### src/rtl/tln_pkg.sv
package tln_pkg;

  localparam int PENDING_DEPTH_DEF = 32;

  localparam logic [7:0] LEAD_BYTE  = 8'hC3;
  localparam logic [7:0] SPACE_BYTE = 8'h20;
  localparam logic [7:0] TAB_BYTE   = 8'h09;
  localparam logic [7:0] UPPER_A    = 8'h41;
  localparam logic [7:0] UPPER_Z    = 8'h5A;
  localparam logic [7:0] CASE_BIT   = 8'h20;
  localparam logic [7:0] FOLD_MASK  = 8'hDF;

  // folded second bytes, upper-case form, ranges per letter
  localparam logic [7:0] FOLD_A_LO = 8'h80;
  localparam logic [7:0] FOLD_A_HI = 8'h85;
  localparam logic [7:0] FOLD_C    = 8'h87;
  localparam logic [7:0] FOLD_E_LO = 8'h88;
  localparam logic [7:0] FOLD_E_HI = 8'h8B;
  localparam logic [7:0] FOLD_I_LO = 8'h8C;
  localparam logic [7:0] FOLD_I_HI = 8'h8F;
  localparam logic [7:0] FOLD_O_LO = 8'h92;
  localparam logic [7:0] FOLD_O_HI = 8'h96;
  localparam logic [7:0] FOLD_U_LO = 8'h99;
  localparam logic [7:0] FOLD_U_HI = 8'h9C;
  localparam logic [7:0] NO_FOLD   = 8'h00;

  // result kinds, in the order they leave for one item
  typedef enum logic [2:0] {
    PH_NONE  = 3'd0,
    PH_FLUSH = 3'd1,
    PH_A     = 3'd2,
    PH_B     = 3'd3,
    PH_C3    = 3'd4,
    PH_MARK  = 3'd5
  } phase_t;

  typedef enum logic [2:0] {
    ST_IDLE,
    ST_FRD,
    ST_FEM,
    ST_EA,
    ST_EB,
    ST_EC,
    ST_EM
  } state_t;

  typedef struct packed {
    logic flush;
    logic a;
    logic b;
    logic c3;
    logic mark;
  } flags_t;

  typedef struct packed {
    logic   load;
    logic   rd;
    logic   emit;
    phase_t sel;
  } cmd_t;

  typedef struct packed {
    flags_t new_flags;
    flags_t item_flags;
    logic   flush_last;
    logic   slot_free;
  } sts_t;

  function automatic logic [7:0] fold_letter(input logic [7:0] n);
    logic [7:0] k;
    logic [7:0] r;
    k = n & FOLD_MASK;
    r = NO_FOLD;
    if (n[7:6] == 2'b10) begin
      if (k >= FOLD_A_LO && k <= FOLD_A_HI) r = "a";
      else if (k == FOLD_C) r = "c";
      else if (k >= FOLD_E_LO && k <= FOLD_E_HI) r = "e";
      else if (k >= FOLD_I_LO && k <= FOLD_I_HI) r = "i";
      else if (k >= FOLD_O_LO && k <= FOLD_O_HI) r = "o";
      else if (k >= FOLD_U_LO && k <= FOLD_U_HI) r = "u";
    end
    return r;
  endfunction

  function automatic logic [7:0] to_lower(input logic [7:0] c);
    logic [7:0] r;
    r = c;
    if (c >= UPPER_A && c <= UPPER_Z) r = c + CASE_BIT;
    return r;
  endfunction

  // first result kind after 'from' that this item still has
  function automatic phase_t next_phase(input flags_t f, input phase_t from);
    phase_t r;
    r = PH_NONE;
    if (from < PH_FLUSH && f.flush) r = PH_FLUSH;
    else if (from < PH_A && f.a) r = PH_A;
    else if (from < PH_B && f.b) r = PH_B;
    else if (from < PH_C3 && f.c3) r = PH_C3;
    else if (from < PH_MARK && f.mark) r = PH_MARK;
    return r;
  endfunction

endpackage

### src/rtl/text_line_normalizer_unit.sv
// Streaming text line normalizer. Bytes of one line come in as beats
// (in_byte, byte_present, end_of_line); the normalized line leaves as beats
// (out_byte, out_present, out_last, ws_overflow). Leading and trailing
// spaces/tabs are dropped, space runs shrink to one space, tabs are kept,
// A-Z are lowercased and UTF-8 0xC3 pairs of accented a/c/e/i/o/u fold to
// the plain letter. Whitespace after text waits in a PENDING_DEPTH entry
// store until the next text byte flushes it; past that depth it is dropped
// and ws_overflow is raised for the rest of the line. An end-of-line beat
// that yields no byte gives one bare marker beat with out_present low. An
// input beat is accepted in the idle state; the results it yields are then
// emitted one at a time, each flushed whitespace entry as a store read and
// then an emit, and output stalls hold the emission. The sequencer emits at
// most one result per cycle through a single output register, and the
// pending store has one read port. Input is not taken while an item's
// results are still being emitted, but a finished result may sit in the
// output register while the next beat is accepted.
module text_line_normalizer_unit
  import tln_pkg::*;
#(
  parameter int PENDING_DEPTH = PENDING_DEPTH_DEF
) (
  input  logic       clk,
  input  logic       rst,
  // input channel
  input  logic       in_valid,
  output logic       in_stall,
  input  logic [7:0] in_byte,
  input  logic       byte_present,
  input  logic       end_of_line,
  // result channel
  output logic       out_valid,
  input  logic       out_stall,
  output logic [7:0] out_byte,
  output logic       out_present,
  output logic       out_last,
  output logic       ws_overflow
);

  cmd_t cmd;
  sts_t sts;

  // sequencer: picks which result of the current item goes out next
  tln_ctrl u_ctrl (
    .clk      (clk),
    .rst      (rst),
    .in_valid (in_valid),
    .in_stall (in_stall),
    .sts      (sts),
    .cmd      (cmd)
  );

  // line state, pending store, item capture and output register
  tln_datapath #(
    .PENDING_DEPTH (PENDING_DEPTH)
  ) u_datapath (
    .clk          (clk),
    .rst          (rst),
    .in_byte      (in_byte),
    .byte_present (byte_present),
    .end_of_line  (end_of_line),
    .cmd          (cmd),
    .sts          (sts),
    .out_valid    (out_valid),
    .out_stall    (out_stall),
    .out_byte     (out_byte),
    .out_present  (out_present),
    .out_last     (out_last),
    .ws_overflow  (ws_overflow)
  );

endmodule

### src/rtl/tln_ctrl.sv
module tln_ctrl
  import tln_pkg::*;
(
  input  logic clk,
  input  logic rst,
  input  logic in_valid,
  output logic in_stall,
  input  sts_t sts,
  output cmd_t cmd
);

  state_t state;
  state_t state_next;

  function automatic state_t phase_state(input phase_t p);
    state_t s;
    case (p)
      PH_FLUSH: s = ST_FRD;
      PH_A:     s = ST_EA;
      PH_B:     s = ST_EB;
      PH_C3:    s = ST_EC;
      PH_MARK:  s = ST_EM;
      default:  s = ST_IDLE;
    endcase
    return s;
  endfunction

  always_ff @(posedge clk) begin
    if (rst) begin
      state <= ST_IDLE;
    end else begin
      state <= state_next;
    end
  end

  always_comb begin
    state_next = state;
    case (state)
      ST_IDLE: begin
        if (in_valid) state_next = phase_state(next_phase(sts.new_flags, PH_NONE));
      end
      ST_FRD: begin
        state_next = ST_FEM;
      end
      ST_FEM: begin
        if (sts.slot_free) begin
          if (sts.flush_last) state_next = phase_state(next_phase(sts.item_flags, PH_FLUSH));
          else state_next = ST_FRD;
        end
      end
      ST_EA: begin
        if (sts.slot_free) state_next = phase_state(next_phase(sts.item_flags, PH_A));
      end
      ST_EB: begin
        if (sts.slot_free) state_next = phase_state(next_phase(sts.item_flags, PH_B));
      end
      ST_EC: begin
        if (sts.slot_free) state_next = phase_state(next_phase(sts.item_flags, PH_C3));
      end
      ST_EM: begin
        if (sts.slot_free) state_next = ST_IDLE;
      end
      default: begin
        state_next = ST_IDLE;
      end
    endcase
  end

  always_comb begin
    in_stall = 1'b1;
    cmd.load = 1'b0;
    cmd.rd   = 1'b0;
    cmd.emit = 1'b0;
    cmd.sel  = PH_NONE;
    case (state)
      ST_IDLE: begin
        in_stall = 1'b0;
        cmd.load = in_valid;
      end
      ST_FRD: begin
        cmd.rd = 1'b1;
      end
      ST_FEM: begin
        cmd.sel  = PH_FLUSH;
        cmd.emit = sts.slot_free;
      end
      ST_EA: begin
        cmd.sel  = PH_A;
        cmd.emit = sts.slot_free;
      end
      ST_EB: begin
        cmd.sel  = PH_B;
        cmd.emit = sts.slot_free;
      end
      ST_EC: begin
        cmd.sel  = PH_C3;
        cmd.emit = sts.slot_free;
      end
      ST_EM: begin
        cmd.sel  = PH_MARK;
        cmd.emit = sts.slot_free;
      end
      default: begin
        in_stall = 1'b1;
      end
    endcase
  end

endmodule

### src/rtl/tln_datapath.sv
module tln_datapath
  import tln_pkg::*;
#(
  parameter int PENDING_DEPTH = PENDING_DEPTH_DEF
) (
  input  logic       clk,
  input  logic       rst,
  input  logic [7:0] in_byte,
  input  logic       byte_present,
  input  logic       end_of_line,
  input  cmd_t       cmd,
  output sts_t       sts,
  output logic       out_valid,
  input  logic       out_stall,
  output logic [7:0] out_byte,
  output logic       out_present,
  output logic       out_last,
  output logic       ws_overflow
);

  localparam int CNT_W = $clog2(PENDING_DEPTH + 1);
  localparam int IDX_W = $clog2(PENDING_DEPTH);
  localparam logic [CNT_W-1:0] DEPTH_C = CNT_W'(PENDING_DEPTH);

  // line state
  logic             seen_text;
  logic [CNT_W-1:0] pend_count;
  logic             last_space;
  logic             held;
  logic             ovf;

  // pending whitespace store, 1 = space, 0 = tab
  logic             pend_mem [PENDING_DEPTH];
  logic             rd_data;
  logic [IDX_W-1:0] idx;

  // captured item
  flags_t           item_flags;
  logic [CNT_W-1:0] flush_n;
  logic [7:0]       a_byte;
  logic [7:0]       b_byte;
  logic             item_eol;
  logic             ovf_old;
  logic             ovf_new;

  // decode of the offered item
  logic       is_space;
  logic       is_ws;
  logic       is_text;
  logic [7:0] fold;
  logic       fold_hit;
  logic       held_after;
  logic       store;
  logic       has_room;
  logic       ovf_after;
  flags_t     new_flags;

  always_comb begin
    is_space   = (in_byte == SPACE_BYTE);
    is_ws      = is_space || (in_byte == TAB_BYTE);
    is_text    = byte_present && !is_ws;
    fold       = fold_letter(in_byte);
    fold_hit   = held && is_text && (fold != NO_FOLD);
    held_after = byte_present ? (is_text && !fold_hit && in_byte == LEAD_BYTE) : held;
    store      = byte_present && is_ws && seen_text && !(is_space && last_space);
    has_room   = (pend_count < DEPTH_C);
    ovf_after  = ovf || (store && !has_room);

    new_flags.flush = is_text && (pend_count != '0);
    new_flags.a     = held && byte_present;
    new_flags.b     = is_text && !fold_hit && (in_byte != LEAD_BYTE);
    new_flags.c3    = end_of_line && held_after;
    new_flags.mark  = end_of_line && !(new_flags.flush || new_flags.a ||
                                       new_flags.b || new_flags.c3);
  end

  always_ff @(posedge clk) begin
    if (rst) begin
      seen_text  <= 1'b0;
      pend_count <= '0;
      last_space <= 1'b0;
      held       <= 1'b0;
      ovf        <= 1'b0;
    end else if (cmd.load) begin
      if (end_of_line) begin
        seen_text  <= 1'b0;
        pend_count <= '0;
        last_space <= 1'b0;
        held       <= 1'b0;
        ovf        <= 1'b0;
      end else begin
        seen_text <= seen_text || is_text;
        held      <= held_after;
        ovf       <= ovf_after;
        if (is_text) begin
          pend_count <= '0;
          last_space <= 1'b0;
        end else if (store && has_room) begin
          pend_count <= pend_count + CNT_W'(1);
          last_space <= is_space;
        end
      end
    end
  end

  always_ff @(posedge clk) begin
    if (cmd.load && store && has_room) begin
      pend_mem[pend_count[IDX_W-1:0]] <= is_space;
    end
  end

  always_ff @(posedge clk) begin
    if (cmd.rd) begin
      rd_data <= pend_mem[idx];
    end
  end

  always_ff @(posedge clk) begin
    if (cmd.load) begin
      item_flags <= new_flags;
      flush_n    <= pend_count;
      a_byte     <= fold_hit ? fold : LEAD_BYTE;
      b_byte     <= to_lower(in_byte);
      item_eol   <= end_of_line;
      ovf_old    <= ovf;
      ovf_new    <= ovf_after;
    end
  end

  always_ff @(posedge clk) begin
    if (cmd.load) begin
      idx <= '0;
    end else if (cmd.emit && cmd.sel == PH_FLUSH) begin
      idx <= idx + IDX_W'(1);
    end
  end

  assign sts.new_flags  = new_flags;
  assign sts.item_flags = item_flags;
  assign sts.flush_last = (CNT_W'(idx) + CNT_W'(1) == flush_n);
  assign sts.slot_free  = !out_valid || !out_stall;

  // output register
  logic [7:0] emit_byte;
  logic       emit_present;
  logic       emit_ovf;

  always_comb begin
    emit_present = 1'b1;
    emit_ovf     = ovf_new;
    case (cmd.sel)
      PH_FLUSH: emit_byte = rd_data ? SPACE_BYTE : TAB_BYTE;
      PH_A: begin
        emit_byte = a_byte;
        emit_ovf  = ovf_old;
      end
      PH_B:     emit_byte = b_byte;
      PH_C3:    emit_byte = LEAD_BYTE;
      default: begin
        emit_byte    = '0;
        emit_present = 1'b0;
      end
    endcase
  end

  always_ff @(posedge clk) begin
    if (rst) begin
      out_valid <= 1'b0;
    end else if (cmd.emit) begin
      out_valid <= 1'b1;
    end else if (!out_stall) begin
      out_valid <= 1'b0;
    end
  end

  always_ff @(posedge clk) begin
    if (cmd.emit) begin
      out_byte    <= emit_byte;
      out_present <= emit_present;
      out_last    <= item_eol && (next_phase(item_flags, cmd.sel) == PH_NONE);
      ws_overflow <= emit_ovf;
    end
  end

`ifndef SYNTHESIS
  a_count_bound: assert property (@(posedge clk) disable iff (rst)
    pend_count <= DEPTH_C)
    else $error("pending count above depth");

  a_emit_free: assert property (@(posedge clk) disable iff (rst)
    cmd.emit |-> (!out_valid || !out_stall))
    else $error("result loaded over an untaken result");

  a_mark_last: assert property (@(posedge clk) disable iff (rst)
    (out_valid && !out_present) |-> out_last)
    else $error("bare marker not last of line");

  a_eol_clear: assert property (@(posedge clk) disable iff (rst)
    (cmd.load && end_of_line) |=> (pend_count == '0 && !held && !ovf))
    else $error("line state kept past end of line");

  a_flush_idle: assert property (@(posedge clk) disable iff (rst)
    (cmd.emit && cmd.sel == PH_FLUSH) |-> item_flags.flush)
    else $error("flush result without pending whitespace");
`endif

endmodule

### config.mk
export PLATFORM = sky130hd
export DESIGN_NAME = text_line_normalizer_unit
export DESIGN_NICKNAME = d
export VERILOG_FILES = /design/src/rtl/tln_pkg.sv /design/src/rtl/text_line_normalizer_unit.sv /design/src/rtl/tln_ctrl.sv /design/src/rtl/tln_datapath.sv
export SDC_FILE = /design/constraint.sdc
export NUM_CORES = 1
export LEC_CHECK = 0
export BUFFER_PORTS_ARGS = -buffer_cell sky130_fd_sc_hd__buf_2
export CORE_ASPECT_RATIO = 1.1
export CORE_UTILIZATION = 61
export DETAILED_ROUTE_END_ITERATION = 12
export PLACE_DENSITY = 0.88
export SYNTH_ARGS = -nofsm -noshare
export SYNTH_HDL_FRONTEND = slang
export SYNTH_SLANG_ARGS = --single-unit
export TNS_END_PERCENT = 50
### constraint.sdc
create_clock -name clk -period 2.8 [get_ports clk]
set_input_delay 0 -clock clk [delete_from_list [all_inputs] [get_ports clk]]
set_output_delay 0 -clock clk [all_outputs]
set_load 0.005 [all_outputs]
Word level (Yosys, flattened, before mapping)

Memory sizes are Yosys's and may differ from the RTL's. A register that Yosys moved wholly into a read port is not among the register bits.
Cells that the tools add are included.

Add/sub/neg operators: 4
Reduce and logical (&&, ||, !) cells: 53
$lt $le $gt $ge: 18
Muxes and demuxes: 69
Equality and inequality tests: 49

Operator list:

| cell                                                                                 | number |
|---|---|
| 3-bit 2-to-1 mux                                                                     | 33 |
| 3-bit one-hot mux with 5 select lines                                                | 5 |
| 8-bit 2-to-1 mux                                                                     | 7 |
| 3-bit by 2-bit equality test with 1-bit output (second input constant)               | 14 |
| 3-bit equality test (second input constant)                                          | 14 |
| 8-bit greater-or-equal comparator (second input constant)                            | 5 |
| 8-bit <= comparator (second input constant)                                          | 5 |
| 8-bit one-hot mux with 4 select lines                                                | 1 |
| 1-bit logical AND                                                                    | 31 |
| 6-bit 2-to-1 mux                                                                     | 4 |
| 3-bit by 1-bit equality test with 1-bit output (second input constant)               | 7 |
| 3-bit one-hot mux with 7 select lines                                                | 1 |
| 4-bit one-hot mux with 5 select lines                                                | 1 |
| 1-bit 2-to-1 mux                                                                     | 16 |
| 2-bit by 1-bit != test with 1-bit output (second input constant)                     | 6 |
| 8-bit by 6-bit adder with 8-bit output (second input constant)                       | 1 |
| 8-bit by 4-bit equality test with 1-bit output (second input constant)               | 1 |
| 8-bit by 6-bit equality test with 1-bit output (second input constant)               | 1 |
| 8-bit equality test (second input constant)                                          | 1 |
| 8-bit by 7-bit greater-or-equal comparator with 1-bit output (second input constant) | 1 |
| 8-bit by 7-bit <= comparator with 1-bit output (second input constant)               | 1 |
| 8-bit != test (second input constant)                                                | 1 |
| 8-bit nonzero test                                                                   | 1 |
| 7-bit equality test (second input constant)                                          | 1 |
| other kinds (19)                                                                     | 34 |

Word-level logic and storage cells: 217
Bits in writable memories: 32
Bits of input ports: 14
Output and inout bits: 13
Memories kept: 1
Flip-flop bits (word level): 60

Memory list:

| memory              | depth | bits a word | read ports | clocked after memory_dff | write ports | RTL line           | source |
|---|---|---|---|---|---|---|---|
| u_datapath.pend_mem | 32    | 1           | 1          | 1                        | 1           | tln_datapath.sv:33 | `logic pend_mem [PENDING_DEPTH];` |

Longest topological paths before layout

Gate-level depths: netlist of run 1.

Depth after elaboration: 30
Depth in mapped cells: 7
Gate-level depth less buffers: 7

Cells and area by module

Synthesis of run 1 repeated with hierarchy kept, for this count alone.

Cell total of the unflattened synthesis: 425
Area total of the unflattened synthesis: 4,818.4 um2

By module, submodules not included:

| module       | seq. area each (um2) | cells an instance | instances | area an instance (um2) |
|---|---|---|---|---|
| tln_datapath | 2,512.4              | 356               | 1         | 4,361.7 |
| tln_ctrl     | 60.1                 | 69                | 1         | 456.7 |

Least setup slack after synthesis of run 1

OpenSTA, ideal clock, no wires.

Kind: register to register
Start point: register u_datapath.idx[0]
End point: register u_datapath.rd_data, read port of u_datapath.pend_mem (data pin)
Required time: 2.540 ns
Cell stages (with the launch flop): 5
Library setup time: 0.260 ns
Slack: 0.397 ns
Buffers on the path: 1
Arrival time: 2.144 ns
Cells stage by stage: dfxtp_1 -> buf_1 -> mux4_2 -> mux4_2 -> mux2_2

RTL lines:

| element                  | RTL line            | source |
|---|---|---|
| start: declaration       | tln_datapath.sv:35  | `logic [IDX_W-1:0] idx;` |
| start signal: assignment | tln_datapath.sv:134 | `idx <= idx + IDX_W'(1);` |
| end: declaration         | tln_datapath.sv:34  | `logic rd_data;` |

Worst setup path in the final report of run 1

Start point: input port in_byte[0]
End point: register u_datapath.pend_count[4]

Word-level cells in the longest chain between the ends: 8
Elaborated cells on any way between the ends: 15

Ends and longest elaborated chain:

| element                                                                                                          | RTL line                               | source |
|---|---|---|
| start: declaration                                                                                               | text_line_normalizer_unit.sv:27        | `input logic [7:0] in_byte,` |
| 8-bit by 6-bit equality test with 1-bit output or 8-bit by 4-bit equality test with 1-bit output (tied branches) | tln_datapath.sv:59, tln_datapath.sv:60 |  |
| 1-bit logical OR                                                                                                 | tln_datapath.sv:60                     | `is_ws = is_space \|\| (in_byte == TAB_BYTE);` |
| 1-bit logical AND (3 in series)                                                                                  | tln_datapath.sv:65                     | `store = byte_present && is_ws && seen_text && !(is_space && last_space);` |
| 1-bit logical AND                                                                                                | tln_datapath.sv:98                     | `end else if (store && has_room) begin` |
| 3-bit nonzero test (no source line)                                                                              | -                                      |  |
| 2-bit AND reduction (no source line)                                                                             | -                                      |  |
| end signal: assignment                                                                                           | tln_datapath.sv:99                     | `pend_count <= pend_count + CNT_W'(1);` |
| end: declaration                                                                                                 | tln_datapath.sv:27                     | `logic [CNT_W-1:0] pend_count;` |

Several ways; a longest one is shown, not always the timed one.
A chain may end at the register's enable or synchronous reset.

==> impl_results.md, run 1 <==
* Internal Dissipation at 0.00208 W
* Antenna Cells at 0
* First DRT Iteration DRCs at 508
* I/O Pins at 27
* Number of maximum-capacitance violations at 0
* R2R Setup Slk at ~0.31 ns
* Netlist area before placement at about 4600 um2
* Weighted congestion reported at the end of routability-driven placement at just over 0.9
* Violations in the final reports: design-rule violations
* Share of synthesized area occupied by flip-flops and latches at 0.560
* Fmax at between 300 and 400 MHz
* Worst r2r src: u_datapath.idx[0]
* Switching portion of total power at 0.277
* Number of synthesized flops with an enable pin at 73
* Final Hold Violating Endpoints at 0
* Combined area of the multi-input logic cells at 1880 um2
* Total wire length at around 9500 um
* Port-buffer cells at 26
* Die Y-Extent at between 90 and 100 um
* Min-Delay Path Class: in -> reg
* Setup repair after global routing missed its margin: false
* Depth of the critical timing path with buffers and inverters included at 9
* Reg area at roughly 2600 um2
* Initial Utilization at 0.641
* Total negative setup slack at 0 ns
* Hold Path Origin: in_byte[1]
* CTS tree: done
* Transition time at the pin with the least slew margin at 0.788 ns
* Via density per instance at 6.30
* Reg clk slew, reported paths at around 0.10 ns
* Synth-to-layout area growth at 11.9%
* Power Density at roughly 560 nW/um2
* Gate Count Post-Synth at between 400 and 500
* Part of the power in combinational logic at 0.140
* Worst r2r path cells at 7
* Number of global-route vias before repair at around 3200
* Number of filler instances in the final layout at around 460
* Part of the power in registers at 0.556
* Most common cell after layout, fill and taps aside: sky130_fd_sc_hd__edfxtp_1
* Clk_lat worst skew at ~0.37 ns
* Crit-path leading delay family: simple AND/OR/NAND/NOR gates
* Largest stage delay, worst path at about 0.55 ns
* Main synth FF type: sky130_fd_sc_hd__edfxtp_1
* Buf/Inv on CP at 3
* Count of nets after finishing at between 400 and 500
* Clk sinks at between 90 and 100
* Final Cell Area at ~5100 um2
* Routed len/inst at between 15 and 20 um
* Total of endpoints with negative setup slack in the final report at 0
* Vias after detailed routing at between 3000 and 4000
* Crit path time final at ~2.6 ns
* Status: finished with violations
* Warning count from the yosys run at 0
* Netlist cell types at 58
* Count of unresolved DRC violations after routing at 4
* DR pass1 iterations at 10
* GR Util All Layers at 0.253
* Commonest cells after routing, fill and taps aside: sky130_fd_sc_hd__edfxtp_1 (73), sky130_fd_sc_hd__nor2_1 (68), sky130_fd_sc_hd__nand2_1 (30)
* Floorplan row count at 32
* Period Utilization, post-route at 0.928
* GRT overflow at 0
* Antenna-violating nets left at 0
* End-of-flow core utilization at 0.718
* Die footprint at between 7000 and 8000 um2
* Syn_nets at 440
* Final Instance Count excl. Fillers at 547
* FFs w/ async S/R, synth at 0
* Leak pwr at around 1.7 nW
* Fin Clk Skew at between 0.008 and 0.009 ns
* Crit-path max FO at 12
* Buffer type at the clock tree root: sky130_fd_sc_hd__clkbuf_8
* WS Path Type: in -> reg
* Count of H-tree levels built during CTS at 3
* CP startpoint kind: input pin
* Worst IR Drop VDD at around 500 uV
* Synth Area per Inst at roughly 11 um2
* Antenna violations before repair at 0
* CP required at between 3 and 4 ns
* Standard cell core area at around 7200 um2
* Crit path DAT at slightly below 3 ns
* Tot Pwr at between 0.002 and 0.003 W
* Critical path, cell by cell: dlygate4sd3_1 -> buf_2 -> or4_1 -> or4_4 -> a211oi_4 -> buf_12 -> nand2_4 -> or4_1 -> a21oi_1
* Headroom to the max-slew limit at 0.474
* Number of buffers added by the clock tree synthesis step at 9
* Clk pwr share at 0.304
* Standard cell with the maximum stage delay on the critical path: sky130_fd_sc_hd__or4_1
* Reg-to-Reg End: u_ctrl.state[2]
* Power spent charging and discharging nets at 0.000795 W
* Largest net degree at the start of global routing at 33
* Share of final-layout standard cells stronger than drive strength 1 at 0.171
* Number of slew-limit violations in the final report at 0
* Crit. End Element: flip-flop
* Worst hold stages at 2
* Chip width at between 80 and 90 um
* Cell count after placement at 523
* Worst path most repeated cell: sky130_fd_sc_hd__or4_1
* Seq cells post-synth at between 90 and 100
* Placement-stage cell area at 4860 um2
* First-pass GRT wire length at ~15000 um
* Maximum clock path buffer count at 2
* Post-DP HPWL at roughly 6500 um
* End of the worst hold path: u_datapath.b_byte[1]
-- metal layers --
layer  routed length [um]  global-route usage  up-vias
met5                    0                   0        -
met4                  243               0.126        0
met3                  651              0.0477       29
met2                 4920               0.448      180
met1                 3730               0.297     1628
li1                     -                   -     1607
-- state kept, by name, summed over array words and instances, names as in the netlist, 3 cells and up --
signal / cells
u_datapath.b_byte: 8
u_datapath.a_byte: 7
u_ctrl.state: 3
u_datapath.idx: 5
u_datapath.sts: 5
u_datapath.pend_count: 6
u_datapath.flush_n: 6
u_datapath.pend_mem: 32
u_datapath.out_byte: 8
-- synth_stat cells, types with 6 or more instances --
library cell,count,area (um2)
sky130_fd_sc_hd__a21oi_1,21,105
sky130_fd_sc_hd__inv_1,14,52.6
sky130_fd_sc_hd__edfxtp_1,73,2190
sky130_fd_sc_hd__o21ai_0,23,115
sky130_fd_sc_hd__clkbuf_1,19,71.3
sky130_fd_sc_hd__nor3b_1,6,45.0
sky130_fd_sc_hd__nand3_1,11,55.1
sky130_fd_sc_hd__ha_1,7,87.6
sky130_fd_sc_hd__nand2b_1,8,50.1
sky130_fd_sc_hd__nand2_1,30,113
sky130_fd_sc_hd__dfxtp_1,19,380
sky130_fd_sc_hd__xor2_1,9,78.8
sky130_fd_sc_hd__nor3_1,11,55.1
sky130_fd_sc_hd__nor2_1,68,255
sky130_fd_sc_hd__mux4_2,10,225
-- how the worst max path moves through the flow --
stage                          endpoint  slack, ns         startpoint
3_3_place_gp   u_datapath.pend_count[4]       0.28         in_byte[0]
4_1_cts        u_datapath.pend_count[4]       0.04         in_byte[0]
2_1_floorplan        u_datapath.rd_data       0.40  u_datapath.idx[0]
3_5_place_dp   u_datapath.pend_count[4]       0.25         in_byte[0]
6_report       u_datapath.pend_count[4]       0.20         in_byte[0]
5_1_grt        u_datapath.pend_count[4]       0.12         in_byte[0]
-- area by class of cell --
cell class	instances	area share
sequential	92	0.500
multi-input combinational	290	0.365
timing repair buffer	49	0.0647
clock buffer	9	0.0241
tap	85	0.0207
clock inverter	7	0.0144
inverter	15	0.0109
-- kinds of logic after synthesis --
logic type | Yosys count | synth area share
muxes | 16 | 0.0626
and+or+nand+nor | 169 | 0.180
adders and majority gates | 8 | 0.0212
DFF | 92 | 0.560
buffers and inverters | 37 | 0.0318
xor gates and xnor gates | 14 | 0.0267
AOI/OAI and AO/OA | 82 | 0.117
other | 1 | 0.000816
-- stage by stage --
stage / hold WS (ns) / setup WS [ns]
final: 0.0375 / 0.200
after global routing: 0.0407 / 0.124
after CTS: 0.0337 / 0.0405
after detailed placement: 0.331 / 0.253
after global placement: 0.329 / 0.284
after floorplan: 0.0831 / 0.397
-- power by group through the flow --
stage | Combinational, W | Sequential (W) | Clock (W)
after floorplan | 0.000252 | 0.00163 | 0
after global placement | 0.000377 | 0.00162 | 0
after detailed placement | 0.000388 | 0.00163 | 0
after CTS | 0.000398 | 0.00160 | 0.000877
after global routing | 0.000443 | 0.00160 | 0.000923
final | 0.000403 | 0.00160 | 0.000873
-- timing repair --
item / in CTS / in global routing
setup buffers: 0 / 1
endpoints found under the hold margin: 11 / 0
setup endpoints to repair: 0 / 19
hold buffers: 7 / 0
gates resized for setup: 0 / 0
No activity file was read; power rests on OpenSTA's default activity.
==> run 2: changes to the inputs <==
--- a/config.mk
+++ b/config.mk
@@ -8,4 +8,6 @@
 export BUFFER_PORTS_ARGS = -buffer_cell sky130_fd_sc_hd__buf_2
+export CELL_PAD_IN_SITES_DETAIL_PLACEMENT = 1
+export CELL_PAD_IN_SITES_GLOBAL_PLACEMENT = 2
 export CORE_ASPECT_RATIO = 1.1
-export CORE_UTILIZATION = 61
+export CORE_UTILIZATION = 41
 export DETAILED_ROUTE_END_ITERATION = 12
--- a/constraint.sdc
+++ b/constraint.sdc
@@ -3,2 +3,2 @@
 set_output_delay 0 -clock clk [all_outputs]
-set_load 0.005 [all_outputs]
+set_load 0.05 [all_outputs]
==> impl_results.md, run 2 (synthesized netlist as in run 1, its figures left out) <==
* Pre-CTS WS at 0.332 ns
* Hold WS at about 0.019 ns
* Share of final-layout standard cells stronger than drive strength 1 at 0.173
* Largest net degree at the start of global routing at 33
* Slack of the critical path at about 0.18 ns
* Reg clk slew, reported paths at roughly 0.08 ns
* Clk sinks at 92
* Antenna violations before repair at 0
* Buffer type at the clock tree root: sky130_fd_sc_hd__clkbuf_16
* Placement-stage cell area at around 5000 um2
* Maximum clock path buffer count at 2
* Via density per instance at ~5.5
* Most common cell after layout, fill and taps aside: sky130_fd_sc_hd__edfxtp_1
* Status: finished clean
* Standard cell core area at 10900 um2
* Floorplan row count at 40
* Count of instances resized after the clock tree is built at 0
* Final Cell Area at ~5300 um2
* Fmax at ~380 MHz
* Total of endpoints with negative setup slack in the final report at 0
* DR pass1 iterations at 4
* Final Hold Violating Endpoints at 0
* Commonest cells after routing, fill and taps aside: sky130_fd_sc_hd__edfxtp_1 (73), sky130_fd_sc_hd__nor2_1 (68), sky130_fd_sc_hd__nand2_1 (30)
* Initial Utilization at 0.421
* Chip width at a little over 100 um
* CP required at 2.85 ns
* Synth-to-layout area growth at 14.6%
* Post-DP HPWL at between 7000 and 8000 um
* Setup repair after global routing missed its margin: false
* Die footprint at 11600 um2
* Total wire length at about 11000 um
* GR Util All Layers at 0.197
* Flip-flop count of the largest register after layout at 32
* Antenna Cells at 0
* Transition time at the pin with the least slew margin at just under 0.9 ns
* Power Density at roughly 640 nW/um2
* Antenna-violating nets left at 0
* GRT overflow at 0
* First-pass GRT wire length at about 17000 um
* WS Path Type: in -> reg
* Worst IR Drop VDD at about 340 uV
* Leak pwr at about 1.8 nW
* Fin Clk Skew at 0.0136 ns
* Vias after detailed routing at roughly 3300
* CP startpoint kind: input pin
* Crit path DAT at roughly 2.7 ns
* Number of maximum-capacitance violations at 0
* Period Utilization, post-route at 0.936
* Headroom to the max-slew limit at 0.419
* Number of global-route vias before repair at between 3000 and 4000
* Min-Delay Path Class: in -> reg
* Routed len/inst at roughly 18 um
* First DRT Iteration DRCs at ~280
* Number of buffers added by the clock tree synthesis step at 9
* Weighted congestion reported at the end of routability-driven placement at 0.817
* Crit-path max FO at 11
* Clk_lat worst skew at 0.34 ns
* Total negative setup slack at 0 ns
* I/O Pins at 27
* Count of H-tree levels built during CTS at 3
* Number of slew-limit violations in the final report at 0
* Port-buffer cells at 26
* Crit path time final at between 2 and 3 ns
* Crit. End Element: flip-flop
* Count of unresolved DRC violations after routing at 0
* CTS tree: done
* Count of nets after finishing at roughly 470
* Die Y-Extent at ~110 um
-- run 2: changes by cell type in the layout (fill, tap and decap cells not counted), moves of 2 or more --
cell	previous run	this run
sky130_fd_sc_hd__clkbuf_16	0	9
sky130_fd_sc_hd__clkbuf_8	9	0
sky130_fd_sc_hd__dlygate4sd3_1	7	1
sky130_fd_sc_hd__clkinvlp_4	0	2
sky130_fd_sc_hd__inv_6	3	1
-- run 2: worst paths after layout --
kind,startpoint,endpoint,slack (ns),depth (start not counted)
setup / recovery,in_byte[4],u_datapath.pend_mem[16],0.18,7
hold / removal,end_of_line,u_datapath.item_eol,0.02,1
setup reg to reg,u_datapath.pend_count[4],u_ctrl.state[0],0.32,6
hold reg to reg,u_datapath.ovf,u_datapath.ovf_old,0.45,0
-- run 2: per-layer routing --
layer  global-route usage  up-vias  routed length (um)
li1                     -     1591                   -
met5                    0        -                   0
met1                0.254     1662                4780
met2                0.333       57                5510
met3               0.0340       15                 290
met4               0.0695        0                 195
-- run 2: worst max-delay path: stages --
cell	delay, ns
sky130_fd_sc_hd__dlygate4sd3_1	0.55
sky130_fd_sc_hd__buf_2	0.19
sky130_fd_sc_hd__or3_4	0.42
sky130_fd_sc_hd__or4_4	0.53
sky130_fd_sc_hd__a211oi_4	0.42
sky130_fd_sc_hd__nand2_1	0.32
sky130_fd_sc_hd__nor2_1	0.23
-- run 2: area by class of cell --
type,instances,area [um2]
Fill cell,1212,5640
Sequential cell,92,2570
Multi-Input combinational cell,290,1880
Timing Repair Buffer,43,260
Clock buffer,9,225
Tap cell,147,184
Clock inverter,7,92.6
Inverter,15,56.3
-- run 2: what timing repair did --
item | in CTS | in global routing
endpoints found under the hold margin | 1 | 0
buffers inserted | 0 | 0
hold buffers | 1 | 0
-- run 2: report_power, final --
part	switching (W)	internal [W]	leakage [nW]	total, W
registers	0.0000341	0.00157	0.776	0.00160
clock network	0.000554	0.000716	0.149	0.00127
logic	0.000353	0.000155	0.836	0.000508
-- run 2: metrics by stage --
| step | cells | power (W) | utilization |
|---|---|---|---|
| 6_report | 603 | 0.00338 | 0.483 |
| 5_1_grt | 603 | 0.00350 | 0.483 |
| 4_1_cts | 603 | 0.00341 | 0.483 |
| 3_5_place_dp | 586 | 0.00213 | 0.453 |
| 3_3_place_gp | 586 | 0.00212 | 0.453 |
| 2_1_floorplan | 419 | 0.00198 | - |
==> run 3: changes to the inputs <==
ABC_AREA = 1   (was not set)
CORE_MARGIN = 3   (was not set)
CORE_UTILIZATION = 38   (was 41)
PLACE_DENSITY = 0.87   (was 0.88)
==> impl_results.md, run 3 <==
* Count of nets after finishing at approximately 560
* CTS tree: done
* Critical path, cell by cell: dlygate4sd3_1 -> buf_2 -> nor2_1 -> nand4_1 -> nand2_1 -> nand4_2 -> nor2_2 -> nand2_2 -> inv_1 -> nand2_1 -> nor2_1
* DR pass1 iterations at 4
* First DRT Iteration DRCs at 243
* Transition time at the pin with the least slew margin at about 0.65 ns
* Reg clk slew, reported paths at roughly 0.06 ns
* Netlist cell types at between 40 and 50
* Fmax at ~460 MHz
* FFs w/ async S/R, synth at 0
* Reg area at ~2600 um2
* Count of unresolved DRC violations after routing at 0
* Headroom to the max-slew limit at 0.563
* I/O Pins at 27
* Buffer type at the clock tree root: sky130_fd_sc_hd__clkbuf_16
* Flip-flop count of the largest register after layout at 32
* Antenna-violating nets left at 0
* Synth-to-layout area growth at 14.0%
* Clk sinks at 92
* Global routing's busiest layer: met2
* Die Y-Extent at between 100 and 150 um
* Total negative setup slack at 0 ns
* Main synth FF type: sky130_fd_sc_hd__edfxtp_1
* Number of buffers added by the clock tree synthesis step at 9
* Number of slew-limit violations in the final report at 0
* Crit-path leading delay family: simple AND/OR/NAND/NOR gates
* Largest stage delay, worst path at about 0.53 ns
* Port-buffer cells at 26
* Weighted congestion reported at the end of routability-driven placement at between 0.7 and 0.8
* Gate Count Post-Synth at between 500 and 600
* GR Util All Layers at 0.183
* Number of global-route vias before repair at around 3800
* Largest net degree at the start of global routing at 34
* Syn_nets at around 520
* Die footprint at approximately 13000 um2
* Share of final-layout standard cells stronger than drive strength 1 at 0.130
* Period Utilization, post-route at 0.774
* Antenna Cells at 0
* Min-Delay Path Class: in -> reg
* GRT overflow at 0
* Warning count from the yosys run at 0
* Maximum clock path buffer count at 2
* Crit path time final at about 2.2 ns
* Commonest cells after routing, fill and taps aside: sky130_fd_sc_hd__nand2_1 (101), sky130_fd_sc_hd__nor2_1 (82), sky130_fd_sc_hd__edfxtp_1 (73)
* Met3 Usage GRT at 0.0344
* Standard cell with the maximum stage delay on the critical path: sky130_fd_sc_hd__dlygate4sd3_1
* Total wire length at ~12000 um
* Pre-CTS WS at between 0.7 and 0.8 ns
* CP required at between 2 and 3 ns
* Global Route met1 Usage at 0.238
* Leak pwr at between 2 and 2.5 nW
* Hold WS at roughly 0.065 ns
* Post-DP HPWL at roughly 8500 um
* Via density per instance at between 5 and 6
* Number of synthesized flops with an enable pin at between 70 and 80
* Standard cell core area at 11600 um2
* Power Density at approximately 800 nW/um2
* Cells taking the most area after synthesis: sky130_fd_sc_hd__edfxtp_1 (48%), sky130_fd_sc_hd__dfxtp_1 (8.3%), sky130_fd_sc_hd__nand2_1 (8.3%)
* Setup repair after global routing missed its margin: false
* Number of filler instances in the final layout at approximately 1400
* First-pass GRT wire length at between 15000 and 20000 um
* Crit-path max FO at 8
* Chip width at approximately 110 um
* Crit. End Element: flip-flop
* Share of synthesized area occupied by flip-flops and latches at 0.561
* CP startpoint kind: input pin
* Status: finished clean
* Synth Area per Inst at about 9.2 um2
* Crit path DAT at 2.21 ns
* Count of H-tree levels built during CTS at 3
* Routed len/inst at ~17 um
* Vias after detailed routing at around 3600
* Antenna violations before repair at 0
* Number of maximum-capacitance violations at 0
* Final Hold Violating Endpoints at 0
* Top-count cell post-synth: sky130_fd_sc_hd__nand2_1
* Floorplan row count at slightly above 40
* Slack of the critical path at 0.633 ns
* Buf/Inv on CP at 3
* Total of endpoints with negative setup slack in the final report at 0
* Clk_lat worst skew at 0.34 ns
* WS Path Type: in -> reg
* Worst IR Drop VDD at around 460 uV
* Initial Utilization at 0.394
* Routing usage on met2 at 0.304
* Most common cell after layout, fill and taps aside: sky130_fd_sc_hd__nand2_1
* Cell accounting for the most synthesized area: sky130_fd_sc_hd__edfxtp_1
* Fin Clk Skew at about 0.0066 ns
* Combined area of the multi-input logic cells at between 1500 and 2000 um2
* Area share of the leading cell type in the synthesized netlist at 0.478
* Leading post-synthesis cells by instance count: sky130_fd_sc_hd__nand2_1 (101), sky130_fd_sc_hd__nor2_1 (82), sky130_fd_sc_hd__edfxtp_1 (73)
* Post-CTS setup buffers at 0
* Seq cells post-synth at about 90
* Netlist area before placement at about 4600 um2
run 3: cell types whose count changed in the layout (fill, tap and decap cells not counted), sizes merged, moves of 8 or more:
cell,change
buf,-11
nor2,+22
nand3,+25
inv,+43
nand2b,-8
mux4,-10
nand2,+75
run 3: report_power, final:
part	internal (W)	leakage, nW	switching, W	total [W]
logic	0.000345	1.10	0.000904	0.00125
registers	0.00172	0.796	0.000120	0.00184
clock network	0.000624	0.131	0.000476	0.00110
run 3: metrics by stage:
stage | util | power [W] | cells | cell area (um2)
3_3_place_gp | 0.421 | 0.00306 | 674 | 4900
5_1_grt | 0.449 | 0.00442 | 697 | 5230
3_5_place_dp | 0.421 | 0.00311 | 674 | 4900
4_1_cts | 0.449 | 0.00422 | 697 | 5230
6_report | 0.449 | 0.00418 | 697 | 5230
2_1_floorplan | - | 0.00274 | 501 | 4590
run 3: path summary, 6_finish.rpt:
path | slack (ns) | to | start | depth (start not counted)
setup / recovery | 0.63 | u_datapath.pend_mem[29] | in_byte[3] | 11
setup reg to reg | 0.72 | u_ctrl.state[0] | u_datapath.idx[0] | 12
hold / removal | 0.07 | u_ctrl.state[1] | in_valid | 4
hold reg to reg | 0.43 | u_datapath.ovf_old | u_datapath.ovf | 0
run 3: per-layer routing:
metal	part of all wire	routed length [um]
met3	0.026	306
met4	0.017	199
met5	0	0
met1	0.46	5390
met2	0.49	5730
run 3: cell families after synthesis:
kind of cell | Yosys count | synth area share
AO/OA/AOI/OAI | 66 | 0.0922
XOR/XNOR | 7 | 0.0134
adder cells (fa/ha/maj) | 7 | 0.0191
buffers and inverters | 70 | 0.0608
flip-flops | 92 | 0.561
multiplexers | 4 | 0.00873
other | 1 | 0.000818
AND/OR/NAND/NOR | 254 | 0.244
run 3: timing repair:
action,in CTS,in global routing
hold buffers,7,0
endpoints found under the hold margin,12,0
gates resized for setup,0,0
run 3: worst min-delay path: cells and delay by family:
family	cells	cell delay, ns
buffers and inverters	1	0.11
AND/OR/NAND/NOR	1	0.07
AO/OA/AOI/OAI	2	0.18
run 3: cell type report:
| cell class | count | share of cell area |
|---|---|---|
| flip-flops and latches | 92 | 0.492 |
| multi-input cells | 339 | 0.332 |
| clock buffers | 14 | 0.0486 |
| repair buffers | 38 | 0.0454 |
| inverters | 62 | 0.0447 |
| well taps | 150 | 0.0359 |
| clock inverters | 2 | 0.00191 |
